### src/ldpp_pkg.sv
// Shared types and constants of the lidar data packet parser.
// Used by the front parser, the result queue user and the top level.
package ldpp_pkg;

  localparam int          POS_W        = 11;
  localparam logic [10:0] POS_MAX      = 11'd2047;
  localparam int          FOOTER_BYTES = 6;
  localparam logic [7:0]  FLAG_BYTE0   = 8'hFF;
  localparam logic [7:0]  FLAG_BYTE1   = 8'hEE;
  localparam logic [15:0] EXP_LEN_RST  = 16'd1248;

  localparam logic        KIND_POINT   = 1'b0;
  localparam logic        KIND_STATUS  = 1'b1;

  localparam logic [1:0]  STATUS_GOOD    = 2'd0;
  localparam logic [1:0]  STATUS_BAD_LEN = 2'd1;
  localparam logic [1:0]  STATUS_NO_FLAG = 2'd2;

  typedef struct packed {
    logic        result_kind;
    logic [3:0]  block_index;
    logic [4:0]  channel_index;
    logic [15:0] block_ident;
    logic [15:0] azimuth_count;
    logic [15:0] distance_count;
    logic [7:0]  intensity;
    logic [1:0]  frame_status;
    logic [31:0] timestamp;
    logic [15:0] factory_bytes;
    logic        last_result;
  } result_t;

endpackage

### src/ldpp_front.sv
// Front parser: accepts frame bytes, tracks position and checks, builds result records.
// Depends on ldpp_pkg; pushes records into the result queue.
module ldpp_front #(
  parameter int HEADER_BYTES = 42,
  parameter int BLOCKS       = 12,
  parameter int CHANNELS     = 32
) (
  input  logic              clk,
  input  logic              rst_n,
  input  logic              cfg_wr_en,
  input  logic [15:0]       cfg_wr_data,
  input  logic              in_valid,
  output logic              in_ready,
  input  logic [7:0]        in_data_byte,
  input  logic [15:0]       in_frame_length,
  input  logic              in_last_byte,
  input  logic              q_full,
  output logic              q_push,
  output ldpp_pkg::result_t q_data
);

  localparam int          BlockBytes  = 4 + 3 * CHANNELS;
  localparam int          KW          = $clog2(BlockBytes);
  localparam logic [31:0] HdrStart    = 32'(HEADER_BYTES);
  localparam logic [31:0] FooterStart = 32'(HEADER_BYTES + BLOCKS * BlockBytes);
  localparam logic [31:0] FooterEnd   = 32'(HEADER_BYTES + BLOCKS * BlockBytes
                                            + ldpp_pkg::FOOTER_BYTES);
  localparam logic [KW-1:0] KLast     = KW'(BlockBytes - 1);

  logic [15:0] exp_len_r;
  logic [ldpp_pkg::POS_W-1:0] pos_r, pos_nxt;
  logic        len_ok_r, len_ok_nxt;
  logic        flag_ok_r, flag_ok_nxt;
  logic        first_ok_r, first_ok_nxt;
  logic [KW-1:0] k_r, k_nxt;
  logic [1:0]  t_r, t_nxt;
  logic [4:0]  ch_r, ch_nxt;
  logic [3:0]  blk_r, blk_nxt;
  logic [15:0] ident_r, ident_nxt;
  logic [15:0] az_r, az_nxt;
  logic [15:0] dist_r, dist_nxt;
  logic [47:0] footer_r, footer_nxt;

  logic        accept;
  logic [31:0] pos_ext;
  logic        in_blocks;
  logic        in_footer;
  logic [2:0]  fi;
  logic        point;
  logic [1:0]  status;

  assign in_ready = !q_full;
  assign accept   = in_valid && in_ready;
  assign pos_ext  = 32'(pos_r);
  assign in_blocks = (pos_ext >= HdrStart) && (pos_ext < FooterStart);
  assign in_footer = (pos_ext >= FooterStart) && (pos_ext < FooterEnd);
  assign fi        = 3'(pos_ext - FooterStart);

  always_comb begin
    len_ok_nxt   = (pos_r == '0) ? (in_frame_length == exp_len_r) : len_ok_r;
    first_ok_nxt = (pos_ext == HdrStart) ? (in_data_byte == ldpp_pkg::FLAG_BYTE0)
                                         : first_ok_r;
    flag_ok_nxt  = (pos_ext == HdrStart + 32'd1)
                   ? (first_ok_r && (in_data_byte == ldpp_pkg::FLAG_BYTE1)) : flag_ok_r;
    ident_nxt  = ident_r;
    az_nxt     = az_r;
    dist_nxt   = dist_r;
    footer_nxt = footer_r;
    point      = 1'b0;
    if (in_blocks) begin
      unique case (k_r)
        KW'(0): ident_nxt = {ident_r[15:8], in_data_byte};
        KW'(1): ident_nxt = {in_data_byte, ident_r[7:0]};
        KW'(2): az_nxt    = {az_r[15:8], in_data_byte};
        KW'(3): az_nxt    = {in_data_byte, az_r[7:0]};
        default: begin
          unique case (t_r)
            2'd0:    dist_nxt = {dist_r[15:8], in_data_byte};
            2'd1:    dist_nxt = {in_data_byte, dist_r[7:0]};
            default: point = len_ok_nxt && flag_ok_nxt;
          endcase
        end
      endcase
    end else if (in_footer) begin
      footer_nxt = footer_r | (48'(in_data_byte) << {fi, 3'b000});
    end

    pos_nxt = pos_r;
    k_nxt   = k_r;
    t_nxt   = t_r;
    ch_nxt  = ch_r;
    blk_nxt = blk_r;
    if (pos_r < ldpp_pkg::POS_MAX) begin
      pos_nxt = pos_r + 1'b1;
      if (in_blocks) begin
        if (k_r == KLast) begin
          k_nxt   = '0;
          t_nxt   = 2'd0;
          ch_nxt  = 5'd0;
          blk_nxt = blk_r + 4'd1;
        end else begin
          k_nxt = k_r + 1'b1;
          if (k_r >= KW'(4)) begin
            if (t_r == 2'd2) begin
              t_nxt  = 2'd0;
              ch_nxt = ch_r + 5'd1;
            end else begin
              t_nxt = t_r + 2'd1;
            end
          end
        end
      end
    end

    priority if (!len_ok_nxt) begin
      status = ldpp_pkg::STATUS_BAD_LEN;
    end else if (!flag_ok_nxt) begin
      status = ldpp_pkg::STATUS_NO_FLAG;
    end else begin
      status = ldpp_pkg::STATUS_GOOD;
    end

    q_data = '0;
    if (in_last_byte) begin
      q_data.result_kind  = ldpp_pkg::KIND_STATUS;
      q_data.frame_status = status;
      if (status == ldpp_pkg::STATUS_GOOD) begin
        q_data.timestamp     = footer_nxt[31:0];
        q_data.factory_bytes = footer_nxt[47:32];
      end
      q_data.last_result = 1'b1;
    end else begin
      q_data.result_kind    = ldpp_pkg::KIND_POINT;
      q_data.block_index    = blk_r;
      q_data.channel_index  = ch_r;
      q_data.block_ident    = ident_nxt;
      q_data.azimuth_count  = az_nxt;
      q_data.distance_count = dist_nxt;
      q_data.intensity      = in_data_byte;
    end
    q_push = accept && (in_last_byte || point);
  end

  always_ff @(posedge clk) begin
    if (!rst_n) begin
      exp_len_r  <= ldpp_pkg::EXP_LEN_RST;
      pos_r      <= '0;
      len_ok_r   <= 1'b0;
      flag_ok_r  <= 1'b0;
      first_ok_r <= 1'b0;
      k_r        <= '0;
      t_r        <= 2'd0;
      ch_r       <= 5'd0;
      blk_r      <= 4'd0;
      footer_r   <= '0;
    end else begin
      if (cfg_wr_en) begin
        exp_len_r <= cfg_wr_data;
      end
      if (accept) begin
        if (in_last_byte) begin
          pos_r      <= '0;
          len_ok_r   <= 1'b0;
          flag_ok_r  <= 1'b0;
          first_ok_r <= 1'b0;
          k_r        <= '0;
          t_r        <= 2'd0;
          ch_r       <= 5'd0;
          blk_r      <= 4'd0;
          footer_r   <= '0;
        end else begin
          pos_r      <= pos_nxt;
          len_ok_r   <= len_ok_nxt;
          flag_ok_r  <= flag_ok_nxt;
          first_ok_r <= first_ok_nxt;
          k_r        <= k_nxt;
          t_r        <= t_nxt;
          ch_r       <= ch_nxt;
          blk_r      <= blk_nxt;
          footer_r   <= footer_nxt;
        end
      end
    end
  end

  always_ff @(posedge clk) begin
    if (accept) begin
      ident_r <= ident_nxt;
      az_r    <= az_nxt;
      dist_r  <= dist_nxt;
    end
  end

endmodule

### src/ldpp_fifo.sv
// Small register queue between the front parser and the output stage.
// Standalone; carries any record of WIDTH bits.
module ldpp_fifo #(
  parameter int WIDTH = 8,
  parameter int DEPTH = 4
) (
  input  logic             clk,
  input  logic             rst_n,
  input  logic             push,
  input  logic [WIDTH-1:0] push_data,
  input  logic             pop,
  output logic [WIDTH-1:0] pop_data,
  output logic             full,
  output logic             empty
);

  localparam int AW = (DEPTH > 1) ? $clog2(DEPTH) : 1;
  localparam int CW = $clog2(DEPTH + 1);

  logic [WIDTH-1:0] mem_r [DEPTH];
  logic [AW-1:0]    wptr_r, wptr_nxt;
  logic [AW-1:0]    rptr_r, rptr_nxt;
  logic [CW-1:0]    cnt_r, cnt_nxt;

  assign full     = (cnt_r == CW'(DEPTH));
  assign empty    = (cnt_r == '0);
  assign pop_data = mem_r[rptr_r];

  always_comb begin
    wptr_nxt = (wptr_r == AW'(DEPTH - 1)) ? '0 : wptr_r + 1'b1;
    rptr_nxt = (rptr_r == AW'(DEPTH - 1)) ? '0 : rptr_r + 1'b1;
    cnt_nxt  = cnt_r;
    if (push && !pop) begin
      cnt_nxt = cnt_r + 1'b1;
    end else if (pop && !push) begin
      cnt_nxt = cnt_r - 1'b1;
    end
  end

  always_ff @(posedge clk) begin
    if (!rst_n) begin
      wptr_r <= '0;
      rptr_r <= '0;
      cnt_r  <= '0;
    end else begin
      cnt_r <= cnt_nxt;
      if (push) begin
        wptr_r <= wptr_nxt;
      end
      if (pop) begin
        rptr_r <= rptr_nxt;
      end
    end
  end

  always_ff @(posedge clk) begin
    if (push) begin
      mem_r[wptr_r] <= push_data;
    end
  end

endmodule

### src/ldpp_back.sv
// Output stage: takes records from the result queue into the output register.
// Depends on ldpp_pkg for the record type.
module ldpp_back (
  input  logic              clk,
  input  logic              rst_n,
  input  logic              q_empty,
  input  ldpp_pkg::result_t q_data,
  output logic              q_pop,
  output logic              out_valid,
  input  logic              out_ready,
  output ldpp_pkg::result_t out_item
);

  logic              valid_r;
  ldpp_pkg::result_t item_r;

  assign q_pop     = !q_empty && (!valid_r || out_ready);
  assign out_valid = valid_r;
  assign out_item  = item_r;

  always_ff @(posedge clk) begin
    if (!rst_n) begin
      valid_r <= 1'b0;
    end else if (q_pop) begin
      valid_r <= 1'b1;
    end else if (out_ready) begin
      valid_r <= 1'b0;
    end
  end

  always_ff @(posedge clk) begin
    if (q_pop) begin
      item_r <= q_data;
    end
  end

endmodule

### src/lidar_data_packet_parser_top.sv
// Lidar data packet parser: parses a frame's bytes into point and status records.
// Top level; instantiates ldpp_front, ldpp_fifo and ldpp_back; uses ldpp_pkg.
//
// The input channel carries one frame byte per transfer with the frame's reported
// length and a mark on its last byte. The output channel carries one point record
// per distance/intensity triplet of a good frame and one status record on the last
// byte of every frame. The cfg port writes the expected frame length; it must be
// written only while no frame is in flight, which the block itself does not enforce.
// One byte can be accepted every clock cycle while the result queue is not full.
// A result passes through the queue and then the output register before it is
// presented on the output.
// The front parser writes records into a FIFO_DEPTH-entry queue; in_ready drops
// only when that queue is full, so a stalled receiver backs up the queue first and
// then holds off the input. The output register keeps its record until transferred.
// Reset clears the frame state and the queue and sets the expected length to 1248.
module lidar_data_packet_parser_top #(
  parameter int HEADER_BYTES = 42,
  parameter int BLOCKS       = 12,
  parameter int CHANNELS     = 32,
  parameter int FIFO_DEPTH   = 4
) (
  input  logic        clk,
  input  logic        rst_n,
  input  logic        cfg_wr_en,
  input  logic [15:0] cfg_wr_data,
  input  logic        in_valid,
  output logic        in_ready,
  input  logic [7:0]  in_data_byte,
  input  logic [15:0] in_frame_length,
  input  logic        in_last_byte,
  output logic        out_valid,
  input  logic        out_ready,
  output logic        out_result_kind,
  output logic [3:0]  out_block_index,
  output logic [4:0]  out_channel_index,
  output logic [15:0] out_block_ident,
  output logic [15:0] out_azimuth_count,
  output logic [15:0] out_distance_count,
  output logic [7:0]  out_intensity,
  output logic [1:0]  out_frame_status,
  output logic [31:0] out_timestamp,
  output logic [15:0] out_factory_bytes,
  output logic        out_last_result
);

  localparam int RW = $bits(ldpp_pkg::result_t);

  logic              q_full, q_empty, q_push, q_pop;
  ldpp_pkg::result_t push_item, head_item, out_item;
  logic [RW-1:0]     head_bits;

  ldpp_front #(
    .HEADER_BYTES(HEADER_BYTES),
    .BLOCKS      (BLOCKS),
    .CHANNELS    (CHANNELS)
  ) u_front (
    .clk            (clk),
    .rst_n          (rst_n),
    .cfg_wr_en      (cfg_wr_en),
    .cfg_wr_data    (cfg_wr_data),
    .in_valid       (in_valid),
    .in_ready       (in_ready),
    .in_data_byte   (in_data_byte),
    .in_frame_length(in_frame_length),
    .in_last_byte   (in_last_byte),
    .q_full         (q_full),
    .q_push         (q_push),
    .q_data         (push_item)
  );

  ldpp_fifo #(
    .WIDTH(RW),
    .DEPTH(FIFO_DEPTH)
  ) u_fifo (
    .clk      (clk),
    .rst_n    (rst_n),
    .push     (q_push),
    .push_data(push_item),
    .pop      (q_pop),
    .pop_data (head_bits),
    .full     (q_full),
    .empty    (q_empty)
  );

  assign head_item = ldpp_pkg::result_t'(head_bits);

  ldpp_back u_back (
    .clk      (clk),
    .rst_n    (rst_n),
    .q_empty  (q_empty),
    .q_data   (head_item),
    .q_pop    (q_pop),
    .out_valid(out_valid),
    .out_ready(out_ready),
    .out_item (out_item)
  );

  assign out_result_kind    = out_item.result_kind;
  assign out_block_index    = out_item.block_index;
  assign out_channel_index  = out_item.channel_index;
  assign out_block_ident    = out_item.block_ident;
  assign out_azimuth_count  = out_item.azimuth_count;
  assign out_distance_count = out_item.distance_count;
  assign out_intensity      = out_item.intensity;
  assign out_frame_status   = out_item.frame_status;
  assign out_timestamp      = out_item.timestamp;
  assign out_factory_bytes  = out_item.factory_bytes;
  assign out_last_result    = out_item.last_result;

endmodule

### config.mk
export PLATFORM = sky130hd
export DESIGN_NAME = lidar_data_packet_parser_top
export DESIGN_NICKNAME = d
export VERILOG_FILES = /design/src/ldpp_pkg.sv /design/src/ldpp_front.sv /design/src/ldpp_fifo.sv /design/src/ldpp_back.sv /design/src/lidar_data_packet_parser_top.sv
export SDC_FILE = /design/constraint.sdc
export NUM_CORES = 1
export LEC_CHECK = 0
export BUFFER_PORTS_ARGS = -buffer_cell sky130_fd_sc_hd__buf_2
export CORE_MARGIN = 3
export CORE_UTILIZATION = 60
export DETAILED_ROUTE_END_ITERATION = 6
export HOLD_SLACK_MARGIN = 0.12
export PLACE_DENSITY_LB_ADDON = 0.2
export SLEW_MARGIN = 0
export SYNTH_ARGS = -nofsm -noshare
export SYNTH_HDL_FRONTEND = slang
export SYNTH_SLANG_ARGS = --single-unit
### constraint.sdc
create_clock -name clk -period 8.87 [get_ports clk]
set_clock_uncertainty 0.1 [all_clocks]
set_input_delay 0.4435 -clock clk [delete_from_list [all_inputs] [get_ports clk]]
set_output_delay 0.4435 -clock clk [all_outputs]
set_load 0.1 [all_outputs]
== After elaboration in Yosys (flattened, before gate mapping) ==
Memories as Yosys holds them, arrays and structs flattened. A register that Yosys moved wholly into a read port is not among the register bits.
Cells that the tools add are included.
W data, S select, Z words.
Storage, ports and cells
  bits in writable memories: 468
  word-level logic and storage cells: 142
  flip-flop bits (word level): 152
  input bits: 46
  memories: 1
Memory list
  u_fifo.mem_r: words 4, width 117, rd ports 1, clocked after Yosys merged registers in 1, wr ports 1, RTL line ldpp_fifo.sv:20  | logic [WIDTH-1:0] mem_r [DEPTH];
Cells by class
  reductions and logical operators: 37
  multiplexer cells: 55
  add/subtract/negate cells: 10
  shift operators: 1
  eq/ne operators: 14
  $lt $le $gt $ge: 6
  bitwise logic cells: 1
Operator list (number)
  $mux W48: 4
  $pmux W16 S2: 3
  $mux W65: 1
  $mux W16: 4
  $mux W51: 1
  $or A48 B48 Y48: 1
  $shl A8 B6 Y48: 1
  $lt A11 B11 Y1 const B: 3
  $mux W5: 6
  $mux W7: 4
  $eq A11 B6 Y1 const B: 2
  $mux W11: 2
  $mux W2: 10
  $eq A16 B16 Y1: 1
  $eq A8 B8 Y1 const B: 2
  $mux W4: 4
  $eq A7 B2 Y1 const B: 2
  $mux W1: 14
  $reduce_bool A2 Y1: 6
  $add A11 B1 Y11 const B: 1
  $ge A11 B11 Y1 const B: 1
  $ge A11 B6 Y1 const B: 1
  $logic_not A11 Y1: 1
  $logic_and A1 B1 Y1: 9
  26 further kinds: 40

== Depth between registers and ports, before layout ==
  depth after elaboration: 13
  mapped depth: 12

== By module ==
Synthesis repeated with hierarchy kept, for this count alone.
Unflattened totals
  cell total of the unflattened synthesis: 1594
  area, all modules: 28508.6 µm²
Modules (own cells, without submodules)
  ldpp_fifo: area an instance 17301.6 µm², times used 1, cells each 655
  ldpp_front: area an instance 7649.8 µm², times used 1, cells each 818
  ldpp_back: area an instance 3557.2 µm², times used 1, cells each 121

== Worst setup path after synthesis ==
No wires, ideal clock.
  path kind: reg2reg
  start: register u_back.valid_r (netlist: u_back.out_valid)
  end: register u_fifo.cnt_r[2]
  arrival: 8168 ps
  buffers on the path: 0
  clock period less this slack: 8344 ps
  stages on the path, launching flop included: 9
  data required time: 8694 ps
  path slack: 526 ps
  library setup time: 76 ps
  path through: dfxtp_1 -> a21oi_1 -> inv_1 -> ha_1 -> inv_1 -> fa_1 -> xor2_1 -> or3_1 -> a21boi_0
On the way
  longest elaborated chain between the ends: 6
  elaborated cells on any way between the ends: 8
Ends and longest elaborated chain
  start, declared: RTL line ldpp_back.sv:14  | logic valid_r;
  start signal, assigned: RTL line ldpp_back.sv:23  | valid_r <= 1'b0;
  start signal, assigned: RTL line ldpp_back.sv:25  | valid_r <= 1'b1;
  start signal, assigned: RTL line ldpp_back.sv:27  | valid_r <= 1'b0;
  $logic_not A1 Y1 *: RTL line ldpp_back.sv:17  | assign q_pop = !q_empty && (!valid_r || out_ready);
  $logic_or A1 B1 Y1 *: RTL line ldpp_back.sv:17
  $logic_and A1 B1 Y1 *: RTL line ldpp_back.sv:17
  net q_pop: RTL line lidar_data_packet_parser_top.sv:48  | logic q_full, q_empty, q_push, q_pop;
  $logic_not A1 Y1: RTL line ldpp_fifo.sv:33  | if (push && !pop) begin
  $logic_and A1 B1 Y1: RTL line ldpp_fifo.sv:33
  $mux W3 / $reduce_bool A2 Y1 (equally long branches)
  end signal, assigned: RTL line ldpp_fifo.sv:46  | cnt_r <= cnt_nxt;
  end, declared: RTL line ldpp_fifo.sv:23  | logic [CW-1:0] cnt_r, cnt_nxt;
The timed path passes the listed nets; every way through them passes the cells marked *.
A chain may end at the register's enable or synchronous reset.

== Final worst setup path ==
  start: register u_fifo.cnt_r[0]
  end: memory u_fifo.mem_r[1][108] (netlist name) (enable)
On the way
  longest elaborated chain between the ends: 6
Ends and longest elaborated chain
  $eq A3 B3 Y1: RTL line ldpp_fifo.sv:25  | assign full = (cnt_r == CW'(DEPTH));
  $logic_not A1 Y1: RTL line ldpp_front.sv:52  | assign in_ready = !q_full;
  $logic_and A1 B1 Y1: RTL line ldpp_front.sv:53  | assign accept = in_valid && in_ready;
  $logic_and A1 B1 Y1: RTL line ldpp_front.sv:141  | q_push = accept && (in_last_byte || point);
  net q_push: RTL line lidar_data_packet_parser_top.sv:48
  $mux W1: RTL line ldpp_fifo.sv:57  | if (push) begin
  $mux W1 (implied by the code): RTL line ldpp_fifo.sv:58  | mem_r[wptr_r] <= push_data;
  end, declared: RTL line ldpp_fifo.sv:20
The timed path passes the listed nets, and every way through them passes these cells.

==> results.cfg <==
[grt]
track_usage = 0.228
antenna_found_initial = 0
grt.overflow.total = 0
grt_pass1_vias = 14600
grt_max_degree = 99
grt_pass1_wl_mm = 86.5

[clock_tree]
post_cts_buffers = 0
clk_pin_slew_ns = 0.06
cts_tree = done
clk_latency_ns = 0.60
numCtsBuffers = 72
cts_root_buffer = clkbuf_16
cts.sinks = 732
h-tree-depth = 3
cts_max_path_buffers = 3
post_cts_resized = 0

[floorplanning]
coreArea_mm2 = 0.0457
io_pins = 165
initial_core_util = 0.611
die_h_um = 222
die_area_mm2 = 0.0491
fp-row-count = 78
fp.dieW_um = 222

[cells_and_area]
syn_to_final_growth_pct = 13.2
antennaDiodeCount = 0
final_cell_mix = edfxtp_1 (628), buf_2 (163), nor2_1 (118), mux4_2 (116), dfxtp_1 (102)
fillers = 2907
final_nets = 1797
final_common_cell = edfxtp_1
layout-drive-gt1-share = 0.240

[setup_path]
max_stage_delay_ns = 0.85
crit_path_start_kind = register
r2r_start = u_fifo.cnt_r[0]
critPathRequiredTime_ns = 8.97
r2r_cells = 7
path_cells = or3b_2, nand2_1, inv_4, nand2_1, o21ai_0, and2_4, buf_4
r2r_slack_ns = 4.17
crit_slowest_cell = inv_4
critPathKind = reg -> reg
cpMostUsedCell = nand2_1
reg2reg_to = u_fifo.mem_r[1][108]
endpoint_kind = register
cp-startpoint = u_fifo.cnt_r[0]
arrival_ns = 4.80
worstPathMaxFanout = 98

[detailed_routing]
vias = 14500
ant_nets = 0
wl_mm = 56.0
drt_pass1_iterations = 6
routed_via_density = 6.06
post_drt_wl_per_cell_um = 23.4
drt_iter0_drc = 1362
route.detailed.drc = 0

[hold_path]
hp-start = rst_n
holdPathEnd = u_front.exp_len_r[5]
holdPathStages = 3
hold_path.class = in -> reg

[sta]
period_minus_slack_ns = 4.70
rsz0062_at_grt = no
fin_crit_sh = 0.530
fin_ws_ns = 4.17
worstMarginPinSlew_ns = 1.19
slew_headroom = 0.206
max_freq_mhz = 213
fin_setup_tns_ns = 0
hold_violations = 0
setup-violations-final = 0
slew_viol_final = 0

[synth]
syn_nets = 1627
synth_cells = 1563
yosysWarnings = 0
syn_area_mm2 = 0.0279
postSynthAreaPerCell_um2 = 17.8
ys_types = 58
synth-seq-cells = 732
synth-edff-count = 628
synth_ff_type = edfxtp_1
ys_seq_area_frac = 0.751
async_flop_share = 0

[power]
vdd_drop_max_mv = 0.466
leakage_nw = 10.4
power_density_mw_per_mm2 = 355

[placed_design]
place_ws_ns = 4.06
portBuffers = 164
dp_hpwl_mm = 33.1
gp_congestion = 0.867

[status]
status = finished, final reports clean

[job]
max_cap_violations = 0
==> cells in the mapped netlist, types with 3 or more instances <==
library cell  instances  area (um2)
edfxtp_1            628       18900
nor2_1              118         443
mux4_2              116        2610
dfxtp_1             104        2080
nor2b_1              85         532
clkbuf_1             71         267
a21oi_1              63         315
a31oi_1              47         294
nand2_1              34         128
a22o_1               32         280
mux2i_1              20         200
xnor2_1              19         166
ha_1                 17         213
nand4_1              17         106
mux2_4               16         240
buf_1                14        52.6
inv_1                14        52.6
and2_1               13        81.3
o21ai_0              13        65.1
and3_1               10        62.6
buf_2                10        50.1
nand2b_1             10        62.6
nand3_1              10        50.1
nor3_1               10        50.1
xor2_1                8        70.1
o211ai_1              6        45.0
or3_1                 6        37.5
nor4_1                4        25.0
o2111a_1              4        45.0
o32ai_1               4        35.0
or2_2                 4        25.0
a21boi_0              3        22.5
==> registers in the layout, indices dropped and copies added (netlist names) <==
register            cells
u_back.out_item       116
u_back.out_valid        1
u_fifo.cnt_r            3
u_fifo.mem_r          464
u_fifo.rptr_r           2
u_fifo.wptr_r           2
u_front.az_r           16
u_front.blk_r           4
u_front.ch_r            5
u_front.dist_r         16
u_front.exp_len_r      16
u_front.first_ok_r      1
u_front.flag_ok_r       1
u_front.footer_r       48
u_front.ident_r        16
u_front.k_r             7
u_front.len_ok_r        1
u_front.pos_r          11
u_front.t_r             2
==> final cells by class <==
type	instances	area [um2]	area share
Clock buffer	93	1920	0.0609
Multi-Input combinational cell	719	6550	0.207
Clock inverter	39	282	0.00891
Inverter	14	55.1	0.00174
Timing Repair Buffer	194	1090	0.0345
Tap cell	600	751	0.0238
Sequential cell	732	20900	0.663
==> routing by layer <==
layer | track usage | share of wire
met5 | 0 | 0
met4 | 0.0762 | 0.026
met3 | 0.0421 | 0.064
met2 | 0.379 | 0.51
met1 | 0.311 | 0.40
==> worst max path at each step <==
| stage | endpoint | slack (ns) | depth (start not counted) |
|---|---|---|---|
| after global placement | u_fifo.mem_r[0][88] | 4.16 | 8 |
| final | u_fifo.mem_r[1][108] | 4.17 | 7 |
| after global routing | u_fifo.mem_r[0][87] | 3.80 | 7 |
| after CTS | u_fifo.mem_r[0][71] | 4.12 | 7 |
| after detailed placement | u_fifo.mem_r[1][96] | 4.06 | 8 |
| after floorplan | u_fifo.cnt_r[2] | 0.53 | 8 |
==> per-stage QoR <==
stage	cell area (um2)	hold slack, ns	power [mW]	std cells	util
2_1_floorplan	27900	0.338	7.86	1563	-
3_3_place_gp	29200	0.346	8.44	2242	0.640
3_5_place_dp	29200	0.357	8.49	2242	0.640
4_1_cts	31600	0.227	11.3	2391	0.692
5_1_grt	31600	0.261	11.6	2391	0.692
6_report	31600	0.240	11.2	2391	0.692
==> critical path: cells and delay by family, from the launching register on <==
family	cells	cell delay [ns]
simple gates	4	1.55
compound gates	1	0.40
flops	1	0.42
buf+inv	2	1.67
==> repair_timing <==
action	CTS	global route
endpoints found under the setup margin	0	0
hold buffers	17	0
hold endpoints to repair	17	0
==> cells by family after synthesis <==
group / count (synthesis) / share of synthesized area
xor+xnor: 27 / 0.00848
simple gates: 331 / 0.0605
compound gates: 190 / 0.0461
mux: 153 / 0.110
fa+ha+maj: 18 / 0.00834
flops: 732 / 0.751
buf+inv: 112 / 0.0162
==> power breakdown <==
part,internal [mW],switching (mW)
registers,4.45,0.234
clock network,1.62,1.23
logic,0.771,2.92
total,6.84,4.38
Power figures use the tool's default switching activity.
